### src/hdl/gcmb_pkg.sv
// ---------------------------------------------------------------------------
// gcmb_pkg
// Shared constants, request codes and types of the heap mark bitmap.
// ---------------------------------------------------------------------------
`default_nettype none

package gcmb_pkg;

  localparam int unsigned HEAP_WORDS_DEF = 4096;
  localparam int unsigned ADDR_W         = 48;
  localparam int unsigned REQ_W          = 3;
  localparam int unsigned STORE_W        = 64;
  localparam int unsigned SLOT_W         = ADDR_W - 6;

  localparam logic [REQ_W-1:0] REQ_MARK   = 3'd0;
  localparam logic [REQ_W-1:0] REQ_UNMARK = 3'd1;
  localparam logic [REQ_W-1:0] REQ_TEST   = 3'd2;
  localparam logic [REQ_W-1:0] REQ_CLEAR  = 3'd3;
  localparam logic [REQ_W-1:0] REQ_SCAN   = 3'd4;

  // Outcome of a find-first-set search over one store word.
  typedef struct packed {
    logic       any;
    logic [5:0] bit_idx;
  } ffs_res_t;

endpackage

`default_nettype wire

### src/hdl/gcmb_ram.sv
// ---------------------------------------------------------------------------
// gcmb_ram
// Generic single-write, single-read synchronous RAM with registered read.
// ---------------------------------------------------------------------------
`default_nettype none

module gcmb_ram #(
  parameter int unsigned WIDTH = 64,
  parameter int unsigned DEPTH = 64,
  localparam int unsigned AW   = (DEPTH > 1) ? $clog2(DEPTH) : 1
) (
  input  wire logic             clk_i,
  input  wire logic             we_i,
  input  wire logic [AW-1:0]    waddr_i,
  input  wire logic [WIDTH-1:0] wdata_i,
  input  wire logic             re_i,
  input  wire logic [AW-1:0]    raddr_i,
  output logic      [WIDTH-1:0] rdata_o
);

  logic [WIDTH-1:0] mem [DEPTH];
  logic [WIDTH-1:0] rdata_q;

  always_ff @(posedge clk_i) begin
    if (we_i) begin
      mem[waddr_i] <= wdata_i;
    end
    // The read data holds until the next read is issued.
    if (re_i) begin
      rdata_q <= mem[raddr_i];
    end
  end

  assign rdata_o = rdata_q;

endmodule

`default_nettype wire

### src/hdl/gcmb_ffs.sv
// ---------------------------------------------------------------------------
// gcmb_ffs
// Two-step find-first-set over a 64-bit word: the first non-zero byte is
// picked and registered, then the lowest set bit within it is resolved.
// ---------------------------------------------------------------------------
`default_nettype none

module gcmb_ffs (
  input  wire logic                  clk_i,
  input  wire logic [63:0]           word_i,
  output gcmb_pkg::ffs_res_t         res_o
);

  logic [7:0] byte_nz;
  logic [2:0] byte_idx_d;
  logic [7:0] byte_d;
  logic [2:0] byte_idx_q;
  logic [7:0] byte_q;
  logic       any_q;
  logic [2:0] bit_in_byte;

  always_comb begin
    byte_idx_d = 3'd0;
    for (int i = 0; i < 8; i++) begin
      byte_nz[i] = |word_i[i*8 +: 8];
    end
    for (int i = 7; i >= 0; i--) begin
      if (byte_nz[i]) begin
        byte_idx_d = 3'(i);
      end
    end
    byte_d = word_i[byte_idx_d*8 +: 8];
  end

  always_ff @(posedge clk_i) begin
    byte_idx_q <= byte_idx_d;
    byte_q     <= byte_d;
    any_q      <= |byte_nz;
  end

  always_comb begin
    bit_in_byte = 3'd0;
    for (int i = 7; i >= 0; i--) begin
      if (byte_q[i]) begin
        bit_in_byte = 3'(i);
      end
    end
    res_o.any     = any_q;
    res_o.bit_idx = {byte_idx_q, bit_in_byte};
  end

endmodule

`default_nettype wire

### src/hdl/gc_mark_bitmap.sv
// Mark, unmark and test pass the read, modify and done states; the result is
// registered on leaving done, and no new request is taken until then. Out-of-range
// and unused requests go straight to done. Scan runs read, byte pick and bit pick
// for each store word examined, then done; clear all writes the store words in turn
// through the single write port of the store, then done. After reset the store is
// swept to zero; input stalls meanwhile, configuration writes are taken at any time.
// ---------------------------------------------------------------------------
// gc_mark_bitmap
// Heap mark bitmap: one mark bit per 8-byte word, held in a 64-bit wide RAM,
// with mark, unmark, test, clear-all and scan-forward requests.
// ---------------------------------------------------------------------------
`default_nettype none

module gc_mark_bitmap #(
  parameter int unsigned HEAP_WORDS = gcmb_pkg::HEAP_WORDS_DEF
) (
  input  wire logic                          clk_i,
  input  wire logic                          rst_ni,
  // configuration
  input  wire logic                          cfg_valid_i,
  output logic                               cfg_ready_o,
  input  wire logic [gcmb_pkg::ADDR_W-1:0]   cfg_heap_base_i,
  // requests
  input  wire logic                          in_valid_i,
  output logic                               in_stall_o,
  input  wire logic [gcmb_pkg::REQ_W-1:0]    in_req_type_i,
  input  wire logic [gcmb_pkg::ADDR_W-1:0]   in_address_i,
  // results
  output logic                               out_valid_o,
  input  wire logic                          out_stall_i,
  output logic                               out_found_o,
  output logic      [gcmb_pkg::ADDR_W-1:0]   out_result_address_o,
  output logic                               out_out_of_range_o
);

  localparam int unsigned STORE_WORDS = (HEAP_WORDS + 63) / 64;
  localparam int unsigned WA_W        = (STORE_WORDS > 1) ? $clog2(STORE_WORDS) : 1;
  localparam int unsigned IW          = WA_W + 6;
  localparam int unsigned FULL_W      = gcmb_pkg::ADDR_W - 3;
  localparam int unsigned SW          = gcmb_pkg::SLOT_W;
  localparam int unsigned AW          = gcmb_pkg::ADDR_W;
  localparam int unsigned DW          = gcmb_pkg::STORE_W;
  localparam logic [WA_W-1:0] LAST_WORD = WA_W'(STORE_WORDS - 1);

  localparam logic [2:0] S_IDLE  = 3'd0;
  localparam logic [2:0] S_CLEAR = 3'd1;
  localparam logic [2:0] S_READ  = 3'd2;
  localparam logic [2:0] S_MOD   = 3'd3;
  localparam logic [2:0] S_SEVAL = 3'd4;
  localparam logic [2:0] S_SRES  = 3'd5;
  localparam logic [2:0] S_DONE  = 3'd6;

  // control state
  logic [2:0]               state_q, state_d;
  logic [WA_W-1:0]          clr_cnt_q, clr_cnt_d;
  logic                     clr_req_q, clr_req_d;
  logic                     first_q, first_d;
  logic                     out_valid_q, out_valid_d;
  logic [AW-1:0]            base_q;
  // payload
  logic [gcmb_pkg::REQ_W-1:0] req_q, req_d;
  logic [WA_W-1:0]          word_q, word_d;
  logic [5:0]               off_q, off_d;
  logic                     res_found_q, res_found_d;
  logic [AW-1:0]            res_addr_q, res_addr_d;
  logic                     res_oor_q, res_oor_d;
  logic                     out_found_q, out_found_d;
  logic [AW-1:0]            out_addr_q, out_addr_d;
  logic                     out_oor_q, out_oor_d;

  // index calculation
  logic                     in_xfer;
  logic [SW:0]              slot_diff;
  logic [FULL_W-1:0]        idx_full;
  logic                     in_oor;

  // store access
  logic                     ram_we, ram_re;
  logic [WA_W-1:0]          ram_waddr;
  logic [DW-1:0]            ram_wdata, ram_rdata;
  logic [DW-1:0]            bit_mask;
  logic [DW-1:0]            scan_word;
  gcmb_pkg::ffs_res_t       ffs_res;
  logic [IW-1:0]            hit_idx;
  logic                     hit_ok;
  logic                     out_free;

  assign cfg_ready_o = 1'b1;
  assign in_stall_o  = (state_q != S_IDLE);
  assign in_xfer     = in_valid_i && !in_stall_o;
  assign out_free    = !out_valid_q || !out_stall_i;

  // A borrow out of the slot difference means the address lies below the heap.
  assign slot_diff = {1'b0, in_address_i[AW-1:6]} - {1'b0, base_q[AW-1:6]};
  assign idx_full  = {slot_diff[SW-1:0], in_address_i[5:3]};
  assign in_oor    = slot_diff[SW] || (idx_full >= FULL_W'(HEAP_WORDS));

  assign bit_mask  = DW'(1) << off_q;
  assign scan_word = first_q ? (ram_rdata & ({DW{1'b1}} << off_q)) : ram_rdata;
  assign hit_idx   = {word_q, ffs_res.bit_idx};
  assign hit_ok    = ffs_res.any && ({1'b0, hit_idx} < (IW + 1)'(HEAP_WORDS));

  always_comb begin
    ram_re    = (state_q == S_READ);
    ram_we    = (state_q == S_CLEAR) ||
                ((state_q == S_MOD) &&
                 ((req_q == gcmb_pkg::REQ_MARK) || (req_q == gcmb_pkg::REQ_UNMARK)));
    ram_waddr = (state_q == S_CLEAR) ? clr_cnt_q : word_q;
    if (state_q == S_CLEAR) begin
      ram_wdata = '0;
    end else if (req_q == gcmb_pkg::REQ_MARK) begin
      ram_wdata = ram_rdata | bit_mask;
    end else begin
      ram_wdata = ram_rdata & ~bit_mask;
    end
  end

  gcmb_ram #(
    .WIDTH (DW),
    .DEPTH (STORE_WORDS)
  ) u_store (
    .clk_i   (clk_i),
    .we_i    (ram_we),
    .waddr_i (ram_waddr),
    .wdata_i (ram_wdata),
    .re_i    (ram_re),
    .raddr_i (word_q),
    .rdata_o (ram_rdata)
  );

  gcmb_ffs u_ffs (
    .clk_i  (clk_i),
    .word_i (scan_word),
    .res_o  (ffs_res)
  );

  always_comb begin
    state_d     = state_q;
    clr_cnt_d   = clr_cnt_q;
    clr_req_d   = clr_req_q;
    first_d     = first_q;
    req_d       = req_q;
    word_d      = word_q;
    off_d       = off_q;
    res_found_d = res_found_q;
    res_addr_d  = res_addr_q;
    res_oor_d   = res_oor_q;
    out_found_d = out_found_q;
    out_addr_d  = out_addr_q;
    out_oor_d   = out_oor_q;
    out_valid_d = out_valid_q && out_stall_i;

    unique case (state_q)
      S_IDLE: begin
        if (in_xfer) begin
          req_d       = in_req_type_i;
          word_d      = idx_full[IW-1:6];
          off_d       = idx_full[5:0];
          first_d     = 1'b1;
          res_found_d = 1'b0;
          res_addr_d  = '0;
          res_oor_d   = 1'b0;
          if (in_req_type_i == gcmb_pkg::REQ_CLEAR) begin
            clr_cnt_d = '0;
            clr_req_d = 1'b1;
            state_d   = S_CLEAR;
          end else if (in_req_type_i > gcmb_pkg::REQ_SCAN) begin
            state_d = S_DONE;
          end else if (in_oor) begin
            res_oor_d = 1'b1;
            state_d   = S_DONE;
          end else begin
            state_d = S_READ;
          end
        end
      end
      S_CLEAR: begin
        clr_cnt_d = clr_cnt_q + 1'b1;
        if (clr_cnt_q == LAST_WORD) begin
          clr_req_d = 1'b0;
          state_d   = clr_req_q ? S_DONE : S_IDLE;
        end
      end
      S_READ: begin
        state_d = (req_q == gcmb_pkg::REQ_SCAN) ? S_SEVAL : S_MOD;
      end
      S_MOD: begin
        if (req_q == gcmb_pkg::REQ_TEST) begin
          res_found_d = |(ram_rdata & bit_mask);
        end
        state_d = S_DONE;
      end
      S_SEVAL: begin
        state_d = S_SRES;
      end
      S_SRES: begin
        if (hit_ok) begin
          res_found_d = 1'b1;
          res_addr_d  = {base_q[AW-1:6] + SW'(hit_idx[IW-1:3]), hit_idx[2:0], 3'b000};
          state_d     = S_DONE;
        end else if (ffs_res.any || (word_q == LAST_WORD)) begin
          state_d = S_DONE;
        end else begin
          word_d  = word_q + 1'b1;
          first_d = 1'b0;
          state_d = S_READ;
        end
      end
      S_DONE: begin
        if (out_free) begin
          out_valid_d = 1'b1;
          out_found_d = res_found_q;
          out_addr_d  = res_addr_q;
          out_oor_d   = res_oor_q;
          state_d     = S_IDLE;
        end
      end
      default: begin
        state_d = S_IDLE;
      end
    endcase
  end

  always_ff @(posedge clk_i or negedge rst_ni) begin
    if (!rst_ni) begin
      state_q     <= S_CLEAR;
      clr_cnt_q   <= '0;
      clr_req_q   <= 1'b0;
      first_q     <= 1'b0;
      out_valid_q <= 1'b0;
      base_q      <= '0;
    end else begin
      state_q     <= state_d;
      clr_cnt_q   <= clr_cnt_d;
      clr_req_q   <= clr_req_d;
      first_q     <= first_d;
      out_valid_q <= out_valid_d;
      if (cfg_valid_i && cfg_ready_o) begin
        base_q <= cfg_heap_base_i;
      end
    end
  end

  always_ff @(posedge clk_i) begin
    req_q       <= req_d;
    word_q      <= word_d;
    off_q       <= off_d;
    res_found_q <= res_found_d;
    res_addr_q  <= res_addr_d;
    res_oor_q   <= res_oor_d;
    out_found_q <= out_found_d;
    out_addr_q  <= out_addr_d;
    out_oor_q   <= out_oor_d;
  end

  assign out_valid_o          = out_valid_q;
  assign out_found_o          = out_found_q;
  assign out_result_address_o = out_addr_q;
  assign out_out_of_range_o   = out_oor_q;

  // A rejected address never reports a hit.
  a_oor_not_found: assert property (@(posedge clk_i) disable iff (!rst_ni)
    out_valid_o |-> !(out_found_o && out_out_of_range_o))
    else $error("out-of-range result reports found");

  // A result without a hit carries a zero address.
  a_miss_zero_addr: assert property (@(posedge clk_i) disable iff (!rst_ni)
    (out_valid_o && !out_found_o) |-> (out_result_address_o == '0))
    else $error("non-zero address on a miss");

  // A transfer on the input always starts work on the item.
  a_xfer_busy: assert property (@(posedge clk_i) disable iff (!rst_ni)
    (in_valid_i && !in_stall_o) |=> in_stall_o)
    else $error("block idle after an input transfer");

endmodule

`default_nettype wire
### config.mk
export PLATFORM = sky130hd
export DESIGN_NAME = gc_mark_bitmap
export DESIGN_NICKNAME = d
export VERILOG_FILES = /design/src/hdl/gcmb_pkg.sv /design/src/hdl/gcmb_ram.sv /design/src/hdl/gcmb_ffs.sv /design/src/hdl/gc_mark_bitmap.sv
export SDC_FILE = /design/constraint.sdc
export NUM_CORES = 2
export LEC_CHECK = 0
export CORE_MARGIN = 4
export CORE_UTILIZATION = 60
export DETAILED_ROUTE_END_ITERATION = 8
export DONT_BUFFER_PORTS = 1
export GPL_TIMING_DRIVEN = 1
export PLACE_DENSITY = 0.86
export SYNTH_ARGS = -nofsm -noshare
export SYNTH_HDL_FRONTEND = slang
export SYNTH_SLANG_ARGS = --single-unit
### constraint.sdc
create_clock -name clk_i -period 7.7 [get_ports clk_i]
set_input_delay 0.385 -clock clk_i [delete_from_list [all_inputs] [get_ports clk_i]]
set_output_delay 0.385 -clock clk_i [all_outputs]
set_load 0.01 [all_outputs]
-- Word level (Yosys, flattened, before mapping)
Memories as Yosys holds them, arrays and structs flattened. A register that Yosys moved wholly into a read port is not among the register bits.
Cells that the tools add are included.
- register bits after elaboration: 187
- memories: 1
- input port bits: 104
- bits in writable memories: 4096
- memory list (memory ; words ; bits a word ; read ports ; clocked after Yosys merged registers in ; write ports ; line ; source):
    u_store.mem ; 64 ; 64 ; 1 ; 1 ; 1 ; gcmb_ram.sv:21 ; logic [WIDTH-1:0] mem [DEPTH];
- multiplexer cells: 58
- bitwise operators: 5
- shifts and indexed selects: 3
- equality and inequality tests: 20
- add/subtract/negate cells: 4
- reductions and logical operators: 36
- $lt $le $gt $ge: 2
- operators by type and width (kind ; number):
    bitwise AND 64 bit ; 3
    2-to-1 mux 64 bit ; 3
    OR reduction 64 bit ; 2
    2-to-1 mux 48 bit ; 2
    case mux 48 bit (2 select lines) ; 1
    2-to-1 mux 3 bit ; 26
    NOT 64 bit ; 1
    OR 64 bit ; 1
    OR reduction 8 bit ; 8
    variable part select 64 x 7 -> 8 bit ; 1
    << shifter 1 x 6 -> 64 bit (first input constant) ; 1
    << shifter 64 x 6 -> 64 bit (first input constant) ; 1
    >= comparator 45 x 13 -> 1 bit (second input constant) ; 1
    subtractor 42 x 42 -> 43 bit ; 1
    adder 42 x 9 -> 42 bit ; 1
    2-to-1 mux 6 bit ; 6
    case mux 6 bit (2 select lines) ; 2
    case mux 3 bit (7 select lines) ; 1
    2-to-1 mux 1 bit ; 14
    adder 6 x 1 -> 6 bit (second input constant) ; 2
    equality test 3 x 2 -> 1 bit (second input constant) ; 4
    equality test 3 bit (second input constant) ; 4
    equality test 6 bit (second input constant) ; 2
    AND reduction 4 bit ; 3
    15 further kinds ; 37

-- Logic depth before layout (Yosys ltp)
- depth in word-level cells: 13
- mapped depth: 17

-- By module
Synthesis repeated with hierarchy kept, for this count alone.
- cells, all modules: 8273
- area total of the unflattened synthesis: 170682.4 µm²
- by module, submodules not included (module ; instances ; area each (µm²) ; cells an instance ; sequential area each (µm²)):
    gcmb_ram ; 1 ; 156989.3 ; 6598 ; 124919.8
    gc_mark_bitmap ; 1 ; 12523.3 ; 1535 ; 4625.7
    gcmb_ffs ; 1 ; 1169.9 ; 140 ; 240.2

-- Worst setup path before layout
No wires, ideal clock.
- kind: register -> register
- start: register state_q[1]
- end: register u_store.rdata_q[0] (netlist: u_store.rdata_o[0]), read port of u_store.mem, enable pin
- data arrival time: 5504 ps
- data required time: 7122 ps
- cell stages (with the launch flop): 4
- setup time: 578 ps
- path slack: 1617 ps
- path through: dfrtp_1 > clkbuf_1 > clkbuf_1 > nor3b_1
- word-level cells in the longest chain between the ends: 1
- RTL lines (item ; line ; source):
    start: declaration ; gc_mark_bitmap.sv:54 ; logic [2:0] state_q, state_d;
    start signal: assignment ; gc_mark_bitmap.sv:233 ; state_q <= state_d;
    equality test 3 x 2 -> 1 bit ; gc_mark_bitmap.sv:104 ; ram_re = (state_q == S_READ);
    end: declaration ; gcmb_ram.sv:22 ; logic [WIDTH-1:0] rdata_q;
No other way between the ends.
A chain may end at the register's enable or synchronous reset.

-- Worst setup path after layout
- start: register off_q[5]
- end: register u_ffs.byte_q[6]
- word-level cells in the longest chain between the ends: 13
- RTL lines (item ; line ; source):
    start: declaration ; gc_mark_bitmap.sv:63 ; logic [5:0] off_q, off_d;
    start signal: assignment ; gc_mark_bitmap.sv:247 ; off_q <= off_d;
    << shifter 64 x 6 -> 64 bit (*) ; gc_mark_bitmap.sv:99 ; assign scan_word = first_q ? (ram_rdata & ({DW{1'b1}} << off_q)) : ram_rdata;
    bitwise AND 64 bit (*) ; gc_mark_bitmap.sv:99 ;
    2-to-1 mux 64 bit (*) ; gc_mark_bitmap.sv:99 ;
    OR reduction 8 bit ; gcmb_ffs.sv:25 ; byte_nz[i] = |word_i[i*8 +: 8];
    2-to-1 mux 3 bit (8 in series) ; gcmb_ffs.sv:28 ; if (byte_nz[i]) begin
    variable part select 64 x 7 -> 8 bit (*) ; gcmb_ffs.sv:32 ; byte_d = word_i[byte_idx_d*8 +: 8];
    via u_ffs.byte_d[6] ; gcmb_ffs.sv:16 ; logic [7:0] byte_d;
    end signal: assignment ; gcmb_ffs.sv:37 ; byte_q <= byte_d;
    end: declaration ; gcmb_ffs.sv:18 ; logic [7:0] byte_q;
The timed path passes the listed nets; every way through them passes the cells marked *.

==> run_results.csv <==
group,metric,value,unit
synthesis,yosysWarningCount,0,
timing,timing.fmax,191,MHz
cts,cts_buffers,405,
placed_design,hpwl,272000,um
placed_design,dp.cells,11862,
critical_path,crit_path_max_fanout,18,
placed_design,place_congestion,1.02,
timing,tightest_slew,1480,ps
synthesis,syn_area,0.171,sq mm
synthesis,ys_async_sr_fraction,1.25,%
synthesis,synth_top_area_share,74.7,%
hold_path,hold_class,"primary input to flip-flop",
synthesis,synth_ff_type,"edfxtp_1",
routing,drt_pass1_iterations,9,
outcome,violations,"design-rule violations",
critical_path,worstPathArrival,6170,ps
timing,finClkSkew,75.3,ps
global_routing,grt_busiest_layer,"met2",
routing,vias,100226,
cts,post-cts-setup-buffers,0,
timing,fin_crit,5240,ps
finish,nFillCells,15958,
run,max-cap-violations,0,
timing,setup_viol,0,
finish,regArea,0.130,sq mm
global_routing,grt_first_pass_wirelength,784000,um
cts,clock_latency,1040,ps
global_routing,grt_use_met1,47.6,%
floorplanning,die_area,0.294,sq mm
global_routing,antenna_found_initial,57,
timing,hold_viol_final,0,
cts,cts_buffer_depth,4,
synthesis,ys_seq_area_share,75.7,%
finish,area_growth,12.3,%
cts,post_cts_resized,0,
finish,finalNetCount,8824,
synthesis,synth.avg_cell_area,20.6,sq um
power_and_ir_drop,total_leakage_power,60.7,nW
global_routing,gr-usage-all-layers,38.4,%
global_routing,use_met2,57.2,%
timing,slew_headroom,1.29,%
synthesis,syn-instance-count,8333,
global_routing,grt_max_degree,139,
cts,cts_tree,"done",
power_and_ir_drop,powerDensity,341,mW/mm^2
synthesis,ys_types,107,
finish,final_cells,12803,
critical_path,critPathRequiredTime,8630,ps
outcome,status,"finished with violations",
cts,cts.sinks,4335,
power_and_ir_drop,vdd_ir_drop_max,0.274,mV
floorplanning,pin_count,157,
timing,fin_crit_sh,68.1,%
timing,finalSetupTns,0,ps
finish,multi_input_area,0.0405,sq mm
cts,cts_hold_buf,136,
routing,wire_per_inst,44.3,um
cts,path_clk_slew,80,ps
global_routing,grt_pass1_vias,99418,
synthesis,ys_seq_elements,4335,
synthesis,synth_top_cell_by_area,"edfxtp_1",
timing,rsz0062_at_grt,"false",
synthesis,synth_edf_count,4269,
routing,drt_iter0_drc,20781,
synthesis,synth.area.top_cells,"edfxtp_1, mux4_2, mux2i_1",
cts,clockRootBuffer,"clkbuf_16",
floorplanning,fp.dieW,543,um
floorplanning,die_h,543,um
floorplanning,rows,196,
placed_design,io_buffers,0,
critical_path,setup.worst_path.start_class,"flip-flop",
critical_path,path_class,"flip-flop to flip-flop",
floorplanning,fp.coreArea,0.285,sq mm
finish,layout-drive-gt1-share,23.5,%
routing,avgViaCountPerCell,7.83,
timing,drv_slew,0,
global_routing,overflow,0,
critical_path,cp-end-kind,"flip-flop",
global_routing,grt_use_met3,13.9,%
routing,ant_nets,0,
floorplanning,start_util,60.2,%
cts,htree_levels,5,
routing,routed_wl,567000,um
routing,drc_errors,62,
where the power goes:
group / switching, mW / internal [mW] / leakage [nW]
clock: 9.40 / 10.9 / 6.35
sequential: 0.782 / 30.2 / 39.4
combinational: 9.94 / 4.41 / 15.0
registers in the layout (all words and copies together) (netlist names), 8 cells and up:
register,cells
u_store.mem,4096
out_result_address_o,45
u_store.rdata_o,64
base_q,42
res_addr_q,45
u_ffs.byte_q,8
final timing paths:
kind	end	start	slack [ps]	cells past startpoint
worst max-delay path	u_ffs.byte_q[6]	off_q[5]	2460	9
worst min-delay path	word_q[5]	in_address_i[14]	70	4
worst max register to register	u_ffs.byte_q[6]	off_q[5]	2460	9
worst min register to register	out_result_address_o[25]	res_addr_q[25]	420	0
max in group asynchronous	base_q[35]	rst_ni	6720	4
min in group asynchronous	first_q	rst_ni	440	3
synthesized netlist by cell type (12+ instances only):
cell type,count
xnor2_1,51
o21ai_0,264
a211oi_1,85
buf_2,79
edfxtp_1,4269
and3_1,14
dfrtp_1,53
a21o_1,16
or2_2,12
o211ai_1,23
ha_1,53
nor3_1,55
mux2i_1,281
nor2b_1,23
buf_4,19
nand2_1,335
clkbuf_1,277
and2_1,14
nand3_1,73
a31oi_1,58
o22ai_1,115
o21a_1,12
nand4_1,32
dfxtp_1,12
nor2_1,266
buf_1,91
xor2_1,14
a21oi_1,206
o221ai_1,108
mux4_2,1077
or3_1,15
inv_1,79
nand2b_1,18
final cells by class:
| cell class | count | area share [%] |
|---|---|---|
| clock buffers | 495 | 5.50 |
| diodes | 39 | 0.0507 |
| well taps | 3762 | 2.44 |
| clock inverters | 249 | 1.30 |
| repair buffers | 398 | 2.11 |
| multi-input cells | 3443 | 21.0 |
| flip-flops and latches | 4335 | 67.4 |
| inverters | 82 | 0.164 |
layer usage:
metal	vias to the layer above	part of all wire (%)
met3	3005	16
met4	30	8.9
met1	49869	30
met2	11782	45
li1	35540	-
met5	-	0.072
layout by cell type, fill, tap and decap left out, drive strengths merged, types with 39 or more instances in the layout:
master       count
dfrtp           53
o21ai          276
diode           39
nor3            57
nand2          342
nor2           269
edfxtp        4269
a31oi           58
clkinv         196
a211oi          87
ha              53
mux2i          281
a21oi          208
o22ai          115
xnor2           51
clkbuf         495
inv             89
mux4          1077
buf            265
nand3           74
o221ai         108
dlygate4sd3    133
metrics by stage:
| stage | util, % | setup slack [ps] | hold slack [ps] | total power [mW] | instance area (sq um) |
|---|---|---|---|---|---|
| 6_report | 67.6 | 2460 | 67.1 | 65.6 | 193000 |
| 5_1_grt | 67.6 | 2450 | 82.6 | 67.1 | 193000 |
| 4_1_cts | 67.4 | 2780 | 41.8 | 64.6 | 192000 |
| 3_5_place_dp | 62.4 | 2790 | 92.1 | 44.3 | 178000 |
| 3_3_place_gp | 62.4 | 2900 | 91.5 | 43.5 | 178000 |
| 2_1_floorplan | - | 1620 | 89.4 | 39.3 | 172000 |
critical path: stages, from the launching register on:
cell	delay, ps
edfxtp_1	940
nand2_2	550
o21ai_0	1250
o211a_1	350
o211ai_1	200
a211o_1	370
nand2_2	400
inv_2	280
or3_1	420
a311o_1	360
cells by family (layout without fill, tap and decap cells):
kind of cell | count (synthesis) | count (layout) | share of synthesized area, %
XOR/XNOR | 65 | 65 | 0.332
adder cells (fa/ha/maj) | 58 | 58 | 0.428
multiplexers | 1365 | 1365 | 15.8
AND/OR/NAND/NOR | 923 | 923 | 2.50
buffers and inverters | 557 | 1224 | 1.36
flip-flops | 4335 | 4335 | 75.7
other | 2 | 43 | 0.00438
AO/OA/AOI/OAI | 1028 | 1028 | 3.87
No activity file was read; power rests on OpenSTA's default activity.
